**src/rtl/core/owbm_pkg.sv**
```systemverilog
// shared types and constants of the 1-wire bus master
`timescale 1ns / 1ps

package owbm_pkg;

  localparam int unsigned CFG_W     = 10;
  localparam int unsigned CFG_NUM   = 8;
  localparam int unsigned CFG_IDX_W = 3;
  localparam int unsigned OP_W      = 3;
  localparam int unsigned BYTE_W    = 8;

  typedef logic [CFG_W-1:0]     cfg_word_t;
  typedef logic [CFG_IDX_W-1:0] cfg_idx_t;
  typedef logic [OP_W-1:0]      op_code_t;
  typedef logic [BYTE_W-1:0]    byte_t;

  // operation codes on the item channel
  localparam op_code_t OP_NONE       = 3'd0;
  localparam op_code_t OP_RESET      = 3'd1;
  localparam op_code_t OP_WRITE      = 3'd2;
  localparam op_code_t OP_READ       = 3'd3;
  localparam op_code_t OP_RESET_SKIP = 3'd4;

  // register indexes
  localparam cfg_idx_t REG_RESET_LOW      = 3'd0;
  localparam cfg_idx_t REG_PRESENCE_SMP   = 3'd1;
  localparam cfg_idx_t REG_RESET_TAIL     = 3'd2;
  localparam cfg_idx_t REG_SHORT_LOW      = 3'd3;
  localparam cfg_idx_t REG_WRITE_ONE_TAIL = 3'd4;
  localparam cfg_idx_t REG_WRITE_ZERO_LOW = 3'd5;
  localparam cfg_idx_t REG_WRITE_ZERO_TL  = 3'd6;
  localparam cfg_idx_t REG_READ_SAMPLE    = 3'd7;

  localparam cfg_word_t CFG_RESET [CFG_NUM] = '{
    10'd480, 10'd70, 10'd410, 10'd6, 10'd64, 10'd60, 10'd10, 10'd9
  };

  localparam cfg_word_t READ_TAIL_US  = 10'd55;
  localparam byte_t     SKIP_ROM_CODE = 8'hCC;

  // decoded command class
  typedef enum logic [2:0] {
    CMD_NONE,
    CMD_RESET,
    CMD_WRITE,
    CMD_READ,
    CMD_RESET_SKIP
  } cmd_t;

  // one queued item
  typedef struct packed {
    logic  tick;
    logic  line_level;
    cmd_t  cmd;
    byte_t data_byte;
  } item_t;

endpackage

```
**src/rtl/core/owbm_if.sv**
```systemverilog
// handshake channels of the 1-wire bus master
`timescale 1ns / 1ps

interface owbm_in_if
  import owbm_pkg::*;
  ();
  logic     valid;
  logic     ready;
  logic     tick;
  logic     line_level;
  op_code_t operation;
  byte_t    data_byte;

  modport source (output valid, tick, line_level, operation, data_byte, input ready);
  modport sink   (input valid, tick, line_level, operation, data_byte, output ready);
endinterface

interface owbm_out_if
  import owbm_pkg::*;
  ();
  logic  valid;
  logic  ready;
  logic  drive_low;
  logic  busy_res;
  logic  done_res;
  byte_t received_byte;
  logic  no_presence;

  modport source (output valid, drive_low, busy_res, done_res, received_byte, no_presence,
                  input ready);
  modport sink   (input valid, drive_low, busy_res, done_res, received_byte, no_presence,
                  output ready);
endinterface

interface owbm_cfg_if
  import owbm_pkg::*;
  ();
  logic      valid;
  logic      ready;
  cfg_idx_t  index;
  cfg_word_t data;

  modport source (output valid, index, data, input ready);
  modport sink   (input valid, index, data, output ready);
endinterface

```
**src/rtl/core/owbm_front.sv**
```systemverilog
// front end: accepts items, decodes the operation and queues them
`timescale 1ns / 1ps

module owbm_front
  import owbm_pkg::*;
(
  input  logic      clk,
  input  logic      rst,
  owbm_in_if.sink   item,
  output logic      q_valid,
  output item_t     q_item,
  input  logic      pop
);

  item_t      entries [2];
  logic       wr_ptr;
  logic       rd_ptr;
  logic [1:0] count;
  logic       push;
  item_t      decoded;

  assign item.ready = (count != 2'd2);
  assign push       = item.valid && item.ready;
  assign q_valid    = (count != 2'd0);
  assign q_item     = entries[rd_ptr];

  // codes beyond the list behave as no operation
  always_comb begin
    decoded.tick       = item.tick;
    decoded.line_level = item.line_level;
    decoded.data_byte  = '0;
    unique case (item.operation)
      OP_RESET:      decoded.cmd = CMD_RESET;
      OP_WRITE: begin
        decoded.cmd       = CMD_WRITE;
        decoded.data_byte = item.data_byte;
      end
      OP_READ:       decoded.cmd = CMD_READ;
      OP_RESET_SKIP: decoded.cmd = CMD_RESET_SKIP;
      default:       decoded.cmd = CMD_NONE;
    endcase
  end

  always_ff @(posedge clk) begin
    if (push) begin
      entries[wr_ptr] <= decoded;
    end
  end

  always_ff @(posedge clk) begin
    if (rst) begin
      wr_ptr <= 1'b0;
      rd_ptr <= 1'b0;
      count  <= 2'd0;
    end else begin
      if (push) begin
        wr_ptr <= ~wr_ptr;
      end
      if (pop) begin
        rd_ptr <= ~rd_ptr;
      end
      if (push && !pop) begin
        count <= count + 2'd1;
      end else if (pop && !push) begin
        count <= count - 2'd1;
      end
    end
  end

`ifndef SYNTHESIS
  a_count_bound: assert property (@(posedge clk) disable iff (rst) count <= 2'd2)
    else $error("queue count out of range");
  a_pop_nonempty: assert property (@(posedge clk) disable iff (rst) pop |-> count != 2'd0)
    else $error("pop from empty queue");
  a_push_grows: assert property (@(posedge clk) disable iff (rst)
    push && !pop |=> count == $past(count) + 2'd1)
    else $error("queue count did not grow on push");
`endif

endmodule

```
**src/rtl/core/owbm_seq.sv**
```systemverilog
// back end: bus timing sequencer, configuration registers and result register
`timescale 1ns / 1ps

module owbm_seq
  import owbm_pkg::*;
(
  input  logic       clk,
  input  logic       rst,
  owbm_cfg_if.sink   cfg,
  input  logic       q_valid,
  input  item_t      q_item,
  output logic       pop,
  owbm_out_if.source result
);

  typedef enum logic [2:0] {
    PH_IDLE,
    PH_RST_LOW,
    PH_RST_WAIT,
    PH_RST_TAIL,
    PH_SLOT_LOW,
    PH_SLOT_WAIT,
    PH_SLOT_TAIL
  } phase_t;

  cfg_word_t cfg_regs [CFG_NUM];

  phase_t    phase, phase_next;
  cfg_word_t us_count, us_count_next;
  logic [2:0] bit_index, bit_index_next;
  byte_t     shift_data, shift_data_next;
  logic      skip_after_reset, skip_after_reset_next;
  logic      presence_missing, presence_missing_next;
  logic      drive_reg, drive_reg_next;
  logic      cur_read, cur_read_next;
  byte_t     last_read, last_read_next;
  logic      done_next;

  logic      out_valid;
  cfg_word_t len_raw;
  cfg_word_t len_eff;
  cfg_word_t cnt_inc;

  assign cfg.ready    = 1'b1;
  assign pop          = q_valid && (!out_valid || result.ready);
  assign result.valid = out_valid;

  always_ff @(posedge clk) begin
    if (rst) begin
      for (int i = 0; i < CFG_NUM; i++) begin
        cfg_regs[i] <= CFG_RESET[i];
      end
    end else if (cfg.valid) begin
      cfg_regs[cfg.index] <= cfg.data;
    end
  end

  // length of the running phase, zero stretched to one tick
  always_comb begin
    unique case (phase)
      PH_RST_LOW:   len_raw = cfg_regs[REG_RESET_LOW];
      PH_RST_WAIT:  len_raw = cfg_regs[REG_PRESENCE_SMP];
      PH_RST_TAIL:  len_raw = cfg_regs[REG_RESET_TAIL];
      PH_SLOT_LOW:  len_raw = (!cur_read && !shift_data[0]) ? cfg_regs[REG_WRITE_ZERO_LOW]
                                                            : cfg_regs[REG_SHORT_LOW];
      PH_SLOT_WAIT: len_raw = cfg_regs[REG_READ_SAMPLE];
      PH_SLOT_TAIL: begin
        if (cur_read) begin
          len_raw = READ_TAIL_US;
        end else begin
          len_raw = shift_data[0] ? cfg_regs[REG_WRITE_ONE_TAIL]
                                  : cfg_regs[REG_WRITE_ZERO_TL];
        end
      end
      default:      len_raw = 10'd1;
    endcase
  end

  assign len_eff = (len_raw == '0) ? 10'd1 : len_raw;
  assign cnt_inc = us_count + 10'd1;

  always_comb begin
    phase_next            = phase;
    us_count_next         = us_count;
    bit_index_next        = bit_index;
    shift_data_next       = shift_data;
    skip_after_reset_next = skip_after_reset;
    presence_missing_next = presence_missing;
    drive_reg_next        = drive_reg;
    cur_read_next         = cur_read;
    last_read_next        = last_read;
    done_next             = 1'b0;

    if (phase == PH_IDLE) begin
      unique case (q_item.cmd)
        CMD_RESET, CMD_RESET_SKIP: begin
          skip_after_reset_next = (q_item.cmd == CMD_RESET_SKIP);
          us_count_next         = '0;
          phase_next            = PH_RST_LOW;
          drive_reg_next        = 1'b1;
        end
        CMD_WRITE, CMD_READ: begin
          cur_read_next   = (q_item.cmd == CMD_READ);
          shift_data_next = q_item.data_byte;
          bit_index_next  = '0;
          us_count_next   = '0;
          phase_next      = PH_SLOT_LOW;
          drive_reg_next  = 1'b1;
        end
        default: ;
      endcase
    end else if (q_item.tick) begin
      if (cnt_inc >= len_eff || cnt_inc == '0) begin
        us_count_next = '0;
        unique case (phase)
          PH_RST_LOW: begin
            phase_next     = PH_RST_WAIT;
            drive_reg_next = 1'b0;
          end
          PH_RST_WAIT: begin
            presence_missing_next = q_item.line_level;
            phase_next            = PH_RST_TAIL;
          end
          PH_RST_TAIL: begin
            skip_after_reset_next = 1'b0;
            if (skip_after_reset && !presence_missing) begin
              cur_read_next   = 1'b0;
              shift_data_next = SKIP_ROM_CODE;
              bit_index_next  = '0;
              phase_next      = PH_SLOT_LOW;
              drive_reg_next  = 1'b1;
            end else begin
              phase_next = PH_IDLE;
              done_next  = 1'b1;
            end
          end
          PH_SLOT_LOW: begin
            drive_reg_next = 1'b0;
            phase_next     = cur_read ? PH_SLOT_WAIT : PH_SLOT_TAIL;
          end
          PH_SLOT_WAIT: begin
            shift_data_next = {q_item.line_level, shift_data[7:1]};
            phase_next      = PH_SLOT_TAIL;
          end
          PH_SLOT_TAIL: begin
            if (!cur_read) begin
              shift_data_next = {1'b0, shift_data[7:1]};
            end
            if (bit_index == 3'd7) begin
              if (cur_read) begin
                last_read_next = shift_data;
              end
              bit_index_next = '0;
              phase_next     = PH_IDLE;
              done_next      = 1'b1;
            end else begin
              bit_index_next = bit_index + 3'd1;
              phase_next     = PH_SLOT_LOW;
              drive_reg_next = 1'b1;
            end
          end
          default: begin
            phase_next     = PH_IDLE;
            drive_reg_next = 1'b0;
          end
        endcase
      end else begin
        us_count_next = cnt_inc;
      end
    end
  end

  always_ff @(posedge clk) begin
    if (rst) begin
      phase            <= PH_IDLE;
      us_count         <= '0;
      bit_index        <= '0;
      shift_data       <= '0;
      skip_after_reset <= 1'b0;
      presence_missing <= 1'b0;
      drive_reg        <= 1'b0;
      cur_read         <= 1'b0;
      last_read        <= '0;
      out_valid        <= 1'b0;
    end else begin
      if (pop) begin
        phase            <= phase_next;
        us_count         <= us_count_next;
        bit_index        <= bit_index_next;
        shift_data       <= shift_data_next;
        skip_after_reset <= skip_after_reset_next;
        presence_missing <= presence_missing_next;
        drive_reg        <= drive_reg_next;
        cur_read         <= cur_read_next;
        last_read        <= last_read_next;
        out_valid        <= 1'b1;
      end else if (result.ready) begin
        out_valid <= 1'b0;
      end
    end
  end

  // result payload, loaded with each processed item
  always_ff @(posedge clk) begin
    if (pop) begin
      result.drive_low     <= drive_reg_next;
      result.busy_res      <= (phase_next != PH_IDLE);
      result.done_res      <= done_next;
      result.received_byte <= last_read_next;
      result.no_presence   <= presence_missing_next;
    end
  end

`ifndef SYNTHESIS
  a_done_not_busy: assert property (@(posedge clk) disable iff (rst)
    out_valid && result.done_res |-> !result.busy_res)
    else $error("done shown while still busy");
  a_drive_busy: assert property (@(posedge clk) disable iff (rst)
    drive_reg |-> phase != PH_IDLE)
    else $error("bus driven low while idle");
  a_hold_without_tick: assert property (@(posedge clk) disable iff (rst)
    pop && phase != PH_IDLE && !q_item.tick |=> phase == $past(phase))
    else $error("phase moved without a tick");
`endif

endmodule

```
**src/rtl/core/one_wire_bus_master.sv**
```systemverilog
// top level of the 1-wire bus master
`timescale 1ns / 1ps

// 1-wire bus master driven by one item per clock while results are taken. Each item carries
// the microsecond tick, the sampled bus level and an optional operation (reset with presence
// detect, write byte, read byte, reset then skip rom). Items enter a two-entry queue and the
// sequencer takes one item per cycle while results are taken. Each result is registered and
// appears in the cycle after its item reaches the sequencer from a queue entry. Every item
// gives exactly one result: drive_low for the open-drain pad, busy, a one-item done pulse,
// the last byte read and the presence flag. Operations that arrive while busy are dropped.
// Timing registers are written over the cfg channel, which is always ready; the user must
// write them only while the block is idle, and the block itself does not enforce it.
module one_wire_bus_master
  import owbm_pkg::*;
(
  input  logic       clk,
  input  logic       rst,
  owbm_in_if.sink    item,
  owbm_cfg_if.sink   cfg,
  owbm_out_if.source result
);

  logic  q_valid;
  item_t q_item;
  logic  pop;

  owbm_front u_front (
    .clk     (clk),
    .rst     (rst),
    .item    (item),
    .q_valid (q_valid),
    .q_item  (q_item),
    .pop     (pop)
  );

  owbm_seq u_seq (
    .clk     (clk),
    .rst     (rst),
    .cfg     (cfg),
    .q_valid (q_valid),
    .q_item  (q_item),
    .pop     (pop),
    .result  (result)
  );

endmodule
```
**src/flat_wrapper.sv**
```systemverilog
// flat-port wrapper written by rule: the top's interface ports become plain ports
module one_wire_bus_master_flat import owbm_pkg::*;
  (clk, rst, item_valid, item_tick, item_line_level, item_operation, item_data_byte, item_ready, cfg_valid, cfg_index, cfg_data, cfg_ready, result_valid, result_drive_low, result_busy_res, result_done_res, result_received_byte, result_no_presence, result_ready);
  owbm_in_if item_i ();
  owbm_cfg_if cfg_i ();
  owbm_out_if result_i ();
  input  logic clk;
  input  logic rst;
  input wire logic [$bits(item_i.valid)-1:0] item_valid;
  input wire logic [$bits(item_i.tick)-1:0] item_tick;
  input wire logic [$bits(item_i.line_level)-1:0] item_line_level;
  input wire logic [$bits(item_i.operation)-1:0] item_operation;
  input wire logic [$bits(item_i.data_byte)-1:0] item_data_byte;
  output wire logic [$bits(item_i.ready)-1:0] item_ready;
  input wire logic [$bits(cfg_i.valid)-1:0] cfg_valid;
  input wire logic [$bits(cfg_i.index)-1:0] cfg_index;
  input wire logic [$bits(cfg_i.data)-1:0] cfg_data;
  output wire logic [$bits(cfg_i.ready)-1:0] cfg_ready;
  output wire logic [$bits(result_i.valid)-1:0] result_valid;
  output wire logic [$bits(result_i.drive_low)-1:0] result_drive_low;
  output wire logic [$bits(result_i.busy_res)-1:0] result_busy_res;
  output wire logic [$bits(result_i.done_res)-1:0] result_done_res;
  output wire logic [$bits(result_i.received_byte)-1:0] result_received_byte;
  output wire logic [$bits(result_i.no_presence)-1:0] result_no_presence;
  input wire logic [$bits(result_i.ready)-1:0] result_ready;
  assign item_i.valid = item_valid;
  assign item_i.tick = item_tick;
  assign item_i.line_level = item_line_level;
  assign item_i.operation = item_operation;
  assign item_i.data_byte = item_data_byte;
  assign item_ready = item_i.ready;
  assign cfg_i.valid = cfg_valid;
  assign cfg_i.index = cfg_index;
  assign cfg_i.data = cfg_data;
  assign cfg_ready = cfg_i.ready;
  assign result_valid = result_i.valid;
  assign result_drive_low = result_i.drive_low;
  assign result_busy_res = result_i.busy_res;
  assign result_done_res = result_i.done_res;
  assign result_received_byte = result_i.received_byte;
  assign result_no_presence = result_i.no_presence;
  assign result_i.ready = result_ready;
  one_wire_bus_master u_core (.clk(clk), .rst(rst), .item(item_i), .cfg(cfg_i), .result(result_i));
endmodule
```
**config.mk**
```make
export PLATFORM = sky130hd
export DESIGN_NAME = one_wire_bus_master_flat
export DESIGN_NICKNAME = d
export VERILOG_FILES = /design/src/rtl/core/owbm_pkg.sv /design/src/rtl/core/owbm_if.sv /design/src/rtl/core/owbm_front.sv /design/src/rtl/core/owbm_seq.sv /design/src/rtl/core/one_wire_bus_master.sv /design/src/flat_wrapper.sv
export SDC_FILE = /design/constraint.sdc
export NUM_CORES = 1
export LEC_CHECK = 0
export ABC_AREA = 1
export CAP_MARGIN = 15
export CORE_MARGIN = 8
export CORE_UTILIZATION = 33
export CTS_CLUSTER_SIZE = 12
export DETAILED_ROUTE_END_ITERATION = 8
export DONT_BUFFER_PORTS = 1
export SLEW_MARGIN = 5
export SYNTH_ARGS = -nofsm -noshare
export SYNTH_HDL_FRONTEND = slang
export SYNTH_HIERARCHICAL = 1
export SYNTH_SLANG_ARGS = --single-unit
```
**constraint.sdc**
```tcl
create_clock -name clk -period 5 [get_ports clk]
set_input_delay 0.25 -clock clk [delete_from_list [all_inputs] [get_ports clk]]
set_output_delay 0.25 -clock clk [all_outputs]
set_load 0.005 [all_outputs]
```
==> impl_summary.log, run 1 <==
[metrics] Die Outline Area: 28500 sq um
[metrics] Pwr Total: 4360 uW
[metrics] Slew Limit Headroom: 26.3%
[metrics] buffers added on ports: 0
[metrics] cell with the most instances on the worst path: nand2_1
[metrics] chip height: 169 um
[metrics] measured slew at the worst slew-check pin: 1.10 ns
[metrics] clock network fraction of design power: 29.5%
[metrics] Worst setup EP type: register
[metrics] cell depth of the worst setup path: 22
[metrics] Crit Path Max Fanout: 15
[metrics] instance count of the mapped netlist: 856
[metrics] number of nets at the end of the flow: 910
[metrics] final-layout worst hold slack: 0.0235 ns
[metrics] initial core utilization: 33.2%
[metrics] Final Hold Viols: 0
[metrics] cell type contributing the most total cell area after synthesis: edfxtp_1
[metrics] count of state elements after synthesis: 160
[metrics] max incr delay on CP: 0.55 ns
[metrics] worst r2r dst: u_core/u_seq/result.busy_res
[metrics] number of flip-flops under the largest register name: 80
[metrics] total standard cell area after synthesis: 7700 sq um
[metrics] CTS clk-pin slew, worst paths: 0.07 ns
[metrics] number of buffers on the longest clock path: 2
[metrics] Filler cells: 2314
[metrics] number of clock sinks seen by CTS: 160
[metrics] floorplan row count: 56
[metrics] R2R Path Start: u_core/u_seq/shift_data[0]
[metrics] ratio of final minimum period to clock period: 76.4%
[metrics] total internal power: 2790 uW
[metrics] total core area: 23200 sq um
[metrics] max-slew violation count: 0
[metrics] RSZ-0062 raised after global routing: no
[metrics] total routing usage reported by global routing: 12.9%
[metrics] clock tree from TritonCTS: built
[metrics] Util after Layout: 37.5%
[metrics] routed wirelength normalized by instance count: 15.3 um
[metrics] crit-path leading delay family: simple AND/OR/NAND/NOR gates
[metrics] post-route setup TNS: 0 ns
[metrics] Critical Path Start Type: register
[metrics] CP Class: register to register
[metrics] wire length after detailed routing: 18400 um
[metrics] number of optimization iterations in the first detailed-route pass: 5
[metrics] fraction of the yosys area taken by sequential cells: 56.9%
[metrics] part of the total power dissipated in combinational logic: 29.3%
[metrics] CTS H-tree depth: 4
[metrics] destination of the worst hold path: u_core/u_seq/result.valid
[metrics] Most flops, register: u_core/u_seq/cfg_regs
[metrics] buffers plus inverters on the worst setup path: 4
[metrics] pwr dens: 502 nW/um^2
[metrics] worst hold path depth: 3
[metrics] setup slack of the most critical reg-to-reg path: 1.18 ns
[metrics] number of antenna violations at the first check in global routing: 0
[metrics] worst clock skew: 0.0104 ns
[metrics] fraction of final layout cells with drive strength greater than 1: 9.45%
[metrics] Cell Chain, Critical Path: inv_1, nand2_1, inv_2, nor2_1, o21ai_0, nor3_1, nand2_1, nor2_1, nand3_1, nand2_1, ha_1, inv_1, nand2_1, a21oi_1, nor3_1, nor2_1, nand2_2, nand2_4, inv_2, nand2_1, and3_1, nand2_1
[metrics] status: complete, no violations
[metrics] number of routed nets with antenna violations: 0
[metrics] Die X-Extent: 169 um
[metrics] Max IR drop VDD: 0.263 mV
[metrics] start point of the critical path: u_core/u_seq/shift_data[0]
[metrics] critical path data arrival time: 3.99 ns
[metrics] number of global-route vias before repair: 5424
[metrics] leakage power figure: 0.00349 uW
[metrics] sequential share of power: 41.2%
[metrics] DRC errors left: 0
[metrics] depth of the most critical reg-to-reg path: 22
[metrics] violation count after the first detailed-routing iteration: 624
[metrics] total half-perimeter wirelength after legalization and detailed placement: 13300 um
[metrics] number of diodes added for antenna fixing: 0
[metrics] switching power total: 1570 uW
[metrics] Yosys warning total: 6
[metrics] non-filler instance count after layout: 1197
[metrics] highest achievable clock rate: 0.262 GHz
[metrics] CP max-delay cell: dfxtp_1
[metrics] top flop regs: u_core/u_seq/cfg_regs x80, u_core/u_front/entries x26, u_core/u_seq/us_count x10
[metrics] number of buffers inserted by post-CTS setup repair: 0
[metrics] maximum number of pins on one net before global-route repair: 38
[metrics] number of buffers inserted during clock tree synthesis: 17
[metrics] endpoint required time on the critical path: 5.17 ns
[metrics] GR Overflow Total: 0
[metrics] later-pin clock latency in the skew report: 0.43 ns
[metrics] worst hold path class: input pin to register
[metrics] Net Count, Synth: 901
[metrics] number of maximum-capacitance violations: 0
[metrics] final period demand of the worst path: 3.82 ns
[metrics] first-pass GRT wire length: 28800 um
[metrics] via count: 5752
[metrics] root cell of the clock tree: clkbuf_16
[metrics] global placement routability congestion: 0.836
[metrics] most area-consuming cells after synthesis: edfxtp_1, dfxtp_1, nand2_1
[metrics] Layout Area Growth over Synthesis: 12.8%
[metrics] routed vias/inst: 4.81
[metrics] number of distinct library cell variants in the gate-level netlist after synthesis: 39
[metrics] boundary pin count: 46
[metrics] top cell type's share of synthesized area: 46.0%
[metrics] Switching Fraction: 36.1%
[metrics] total of endpoints with negative setup slack in the final report: 0
[metrics] number of cells after detailed placement: 1161
[metrics] start point of the worst hold path: result_ready
[metrics] syn avg cell area: 9.00 sq um
[worst register-to-register path: stages (launching register included)]
cell and delay, ns:
dfxtp_1 0.55, inv_1 0.17, nand2_1 0.42, inv_2 0.18, nor2_1 0.11, o21ai_0 0.12, nor3_1 0.39, nand2_1 0.10
nor2_1 0.12, nand3_1 0.08, nand2_1 0.06, ha_1 0.22, inv_1 0.05, nand2_1 0.04, a21oi_1 0.12, nor3_1 0.06
nor2_1 0.19, nand2_2 0.11, nand2_4 0.13, inv_2 0.08, nand2_1 0.08, and3_1 0.14, nand2_1 0.06
[worst max path at each step]
stage | endpoint | slack (ns)
4_1_cts | u_core/u_seq/result.busy_res | 1.15
6_report | u_core/u_seq/result.busy_res | 1.18
3_3_place_gp | u_core/u_seq/result.busy_res | 1.25
2_1_floorplan | u_core/u_seq/result.busy_res | 2.15
3_5_place_dp | u_core/u_seq/result.busy_res | 1.16
5_1_grt | u_core/u_seq/us_count[5] | 0.69
[synthesized netlist by cell type (all sizes together)]
master / instances
xnor2: 1
nand2: 214
nor2: 157
o2111a: 2
a31oi: 1
mux2: 13
nand3: 41
nand4: 9
ha: 14
o211ai: 4
o21bai: 2
a22oi: 5
and3: 1
o22ai: 1
nor3: 11
o221ai: 4
a211oi: 2
buf: 6
inv: 102
a221oi: 2
a21oi: 40
clkinv: 5
a22o: 7
dfxtp: 42
o21ai: 34
clkbuf: 11
or2: 6
edfxtp: 118
conb: 1
[metrics by stage]
step           cell area, sq um  setup WS [ns]
5_1_grt                    8690          0.687
2_1_floorplan              7700           2.15
3_3_place_gp               8040           1.25
6_report                   8690           1.18
3_5_place_dp               8040           1.16
4_1_cts                    8670           1.15
[kinds of logic after synthesis]
family | count (synthesis) | synth area share (%)
buffers and inverters | 124 | 6.25
XOR/XNOR | 1 | 0.114
adder cells (fa/ha/maj) | 14 | 2.27
multiplexers | 13 | 2.39
flip-flops | 160 | 56.9
other | 1 | 0.0487
AO/OA/AOI/OAI | 104 | 8.24
AND/OR/NAND/NOR | 439 | 23.8
[area by class of cell]
class,count,area [sq um],share of cell area [%]
flip-flops and latches,160,4380,50.5
multi-input cells,572,2840,32.7
clock buffers,17,425,4.90
inverters,107,402,4.62
well taps,319,399,4.60
clock inverters,15,165,1.90
repair buffers,7,73.8,0.850
[power groups by stage]
stage / combinational [uW] / clock, uW / sequential (uW)
final: 1280 / 1290 / 1800
after global routing: 1430 / 1360 / 1820
after CTS: 1270 / 1310 / 1800
after detailed placement: 1260 / 0 / 1830
after global placement: 1240 / 0 / 1830
after floorplan: 1000 / 0 / 1760
[timing repair]
item                      4_1_cts  5_1_grt
hold buffers                    3        0
gates resized for setup         0        0
hold endpoints to repair       41        0
[placed cells by master, fill, tap and decap left out, types with 3 or more instances in the layout]
cell type   instances
buf_4               3
inv_6               5
nand2_2             7
inv_1              93
a22oi_1             5
o221ai_1            4
nand2_4             3
clkinvlp_4          4
inv_2               9
nor2_1            152
clkinv_1            5
nand3_1            39
nor3_1             11
nand2_1           204
ha_1               14
mux2_2              3
nand4_1             9
o21ai_0            34
clkbuf_16          17
a22o_1              7
nor2_4              3
mux2_4             10
or2_2               6
edfxtp_1          118
o211ai_1            4
a21oi_1            40
inv_8               4
dfxtp_1            42
[routing by layer]
metal / track usage, % / up-vias / routed length, um
met2: 21.8 / 121 / 8990
met3: 2.54 / 29 / 757
met4: 4.66 / 0 / 306
met1: 16.0 / 2748 / 8310
met5: 0 / - / 0
li1: - / 2854 / -
No activity file was read; power rests on OpenSTA's default activity.
==> inputs of run 2 (changes only) <==
Clock period 5 ns to 3.18 ns, I/O delays scaled along.
==> impl_summary.log, run 2 (synthesis gave the netlist of run 1 again) <==
[metrics] total routing usage reported by global routing: 13.6%
[metrics] number of flip-flops under the largest register name: 80
[metrics] number of buffers inserted during clock tree synthesis: 17
[metrics] max-slew violation count: 0
[metrics] buffers added on ports: 0
[metrics] total half-perimeter wirelength after legalization and detailed placement: 13900 um
[metrics] Die X-Extent: 169 um
[metrics] total of endpoints with negative setup slack in the final report: 9
[metrics] ratio of final minimum period to clock period: 102%
[metrics] violation count after the first detailed-routing iteration: 445
[metrics] most common cell after layout, fill and taps aside: nand2_1
[metrics] total core area: 23200 sq um
[metrics] routed vias/inst: 4.80
[metrics] critical path data arrival time: 3.41 ns
[metrics] highest achievable clock rate: 0.309 GHz
[metrics] pwr dens: 795 nW/um^2
[metrics] final-layout worst hold slack: 0.0138 ns
[metrics] root cell of the clock tree: clkbuf_16
[metrics] fraction of final layout cells with drive strength greater than 1: 22.8%
[metrics] first-pass GRT wire length: 30500 um
[metrics] R2R Path Start: u_core/u_seq/phase[0]
[metrics] Worst Slack Setup Final: -0.0593 ns
[metrics] Final Hold Viols: 0
[metrics] Most flops, register: u_core/u_seq/cfg_regs
[metrics] DRC errors left: 0
[metrics] RSZ-0062 raised after global routing: yes
[metrics] worst hold path class: input pin to register
[metrics] non-filler instance count after layout: 1259
[metrics] number of routed nets with antenna violations: 0
[metrics] number of nets at the end of the flow: 972
[metrics] GR Overflow Total: 0
[metrics] CP max-delay cell: dfxtp_4
[metrics] Worst setup EP type: register
[metrics] leakage power figure: 0.00387 uW
[metrics] number of clock sinks seen by CTS: 160
[metrics] maximum number of pins on one net before global-route repair: 38
[metrics] Critical Path Start Type: register
[metrics] worst r2r dst: u_core/u_seq/result.busy_res
[metrics] Layout Area Growth over Synthesis: 24.2%
[metrics] number of maximum-capacitance violations: 0
[metrics] final period demand of the worst path: 3.24 ns
[metrics] number of diodes added for antenna fixing: 0
[metrics] status: finished with violations
[metrics] Pwr Total: 7600 uW
[metrics] routed wirelength normalized by instance count: 15.8 um
[metrics] boundary pin count: 46
[metrics] number of cells after detailed placement: 1205
[metrics] global placement routability congestion: 0.851
[metrics] via count: 6041
[metrics] CTS clk-pin slew, worst paths: 0.06 ns
[metrics] worst clock skew: 0.00819 ns
[metrics] depth of the most critical reg-to-reg path: 22
[metrics] max incr delay on CP: 0.39 ns
[metrics] endpoint required time on the critical path: 3.35 ns
[metrics] measured slew at the worst slew-check pin: 0.742 ns
[metrics] number of optimization iterations in the first detailed-route pass: 6
[metrics] start point of the critical path: u_core/u_seq/phase[0]
[metrics] Die Outline Area: 28500 sq um
[metrics] setup slack of the most critical reg-to-reg path: -0.06 ns
[metrics] floorplan row count: 56
[metrics] Crit Path Max Fanout: 5
[metrics] later-pin clock latency in the skew report: 0.42 ns
[metrics] CP Class: register to register
[metrics] number of antenna violations at the first check in global routing: 0
[metrics] chip height: 169 um
[metrics] top flop regs: u_core/u_seq/cfg_regs x80, u_core/u_front/entries x26, u_core/u_seq/us_count x10
[metrics] number of global-route vias before repair: 5589
[metrics] Cell Chain, Critical Path: inv_4, nand3_4, clkinvlp_4, buf_4, a22o_1, nor3_2, nand2_2, nor2_2, nand3_1, nand2_1, ha_1, inv_1, nand2_1, a21oi_1, nor3_1, nor2_1, nand2_2, nand2_4, inv_4, nand2_2, and3_4, nand2_2
[metrics] CTS H-tree depth: 4
[metrics] number of buffers on the longest clock path: 2
[metrics] Critical path destination: u_core/u_seq/result.busy_res
[metrics] initial core utilization: 33.2%
[metrics] wire length after detailed routing: 19900 um
[metrics] Max IR drop VDD: 0.410 mV
[metrics] violated checks: negative setup slack
[metrics] Slew Limit Headroom: 50.5%
[metrics] clock tree from TritonCTS: built
[metrics] worst hold path depth: 2
[metrics] highest-count cells in the layout ignoring fill and taps: nand2_1, nor2_1, edfxtp_1, inv_1, buf_4
[metrics] cell with the most instances on the worst path: nand2_2
==> run 2: cell count changes in the layout (fill, tap and decap cells not counted), sizes merged <==
| cell | before | now |
|---|---|---|
| buf | 5 | 57 |
| dlygate4sd3 | 2 | 12 |
| inv | 111 | 105 |
| clkinvlp | 4 | 2 |
| clkbuf | 17 | 22 |
| clkinv | 6 | 9 |
==> run 2: worst min path at each step <==
stage / to / from
final: u_core/u_front/entries[1][7] / item_data_byte[7]
after global routing: u_core/u_front/entries[1][7] / item_data_byte[7]
after CTS: u_core/u_front/entries[0][7] / item_data_byte[7]
after detailed placement: u_core/u_seq/result.valid / rst
after global placement: u_core/u_seq/result.valid / rst
after floorplan: register / rst
==> run 2: metal layers <==
layer	GRT usage [%]	part of all wire, %	wire length, um	vias up
met1	18.0	45	9030	2913
met3	2.31	3.8	749	14
met5	0	0	0	-
met2	22.5	50	9910	134
met4	4.04	1.1	212	0
li1	-	-	-	2980
==> run 2: worst max-delay path: cells and delay by family, from the launching register on <==
kind	cells	cell delay, ns
simple gates	14	1.49
buf+inv	5	0.50
fa+ha+maj	1	0.23
flops	1	0.39
compound gates	2	0.36
==> run 2: metrics by stage <==
| stage | area [sq um] | setup TNS [ns] | util [%] | setup slack, ns |
|---|---|---|---|---|
| 3_5_place_dp | 8370 | -2.65 | 36.1 | -0.214 |
| 6_report | 9570 | -0.183 | 41.3 | -0.0593 |
| 2_1_floorplan | 7700 | 0 | - | 0.328 |
| 4_1_cts | 9170 | 0 | 39.5 | 0.00277 |
| 5_1_grt | 9570 | -8.97 | 41.3 | -0.263 |
| 3_3_place_gp | 8370 | -1.06 | 36.1 | -0.130 |
==> run 2: repair_timing <==
item	CTS	global route
hold buffers	13	0
resized for setup	14	104
pin swaps	3	46
setup buffers	4	6
endpoints found under the hold margin	61	0
setup endpoints to repair	44	48
==> run 2: power breakdown <==
| part | switching (uW) | internal, uW |
|---|---|---|
| Sequential | 194 | 2620 |
| Clock | 835 | 1180 |
| Combinational | 1700 | 1080 |
| Total | 2730 | 4880 |
==> run 2: final cells by class <==
type / count / area [sq um]
tap: 319 / 399
sequential: 160 / 4390
clock buffer: 22 / 487
multi-input combinational: 572 / 3190
clock inverter: 10 / 97.6
inverter: 107 / 418
timing repair buffer: 69 / 591
fill: 2245 / 13600
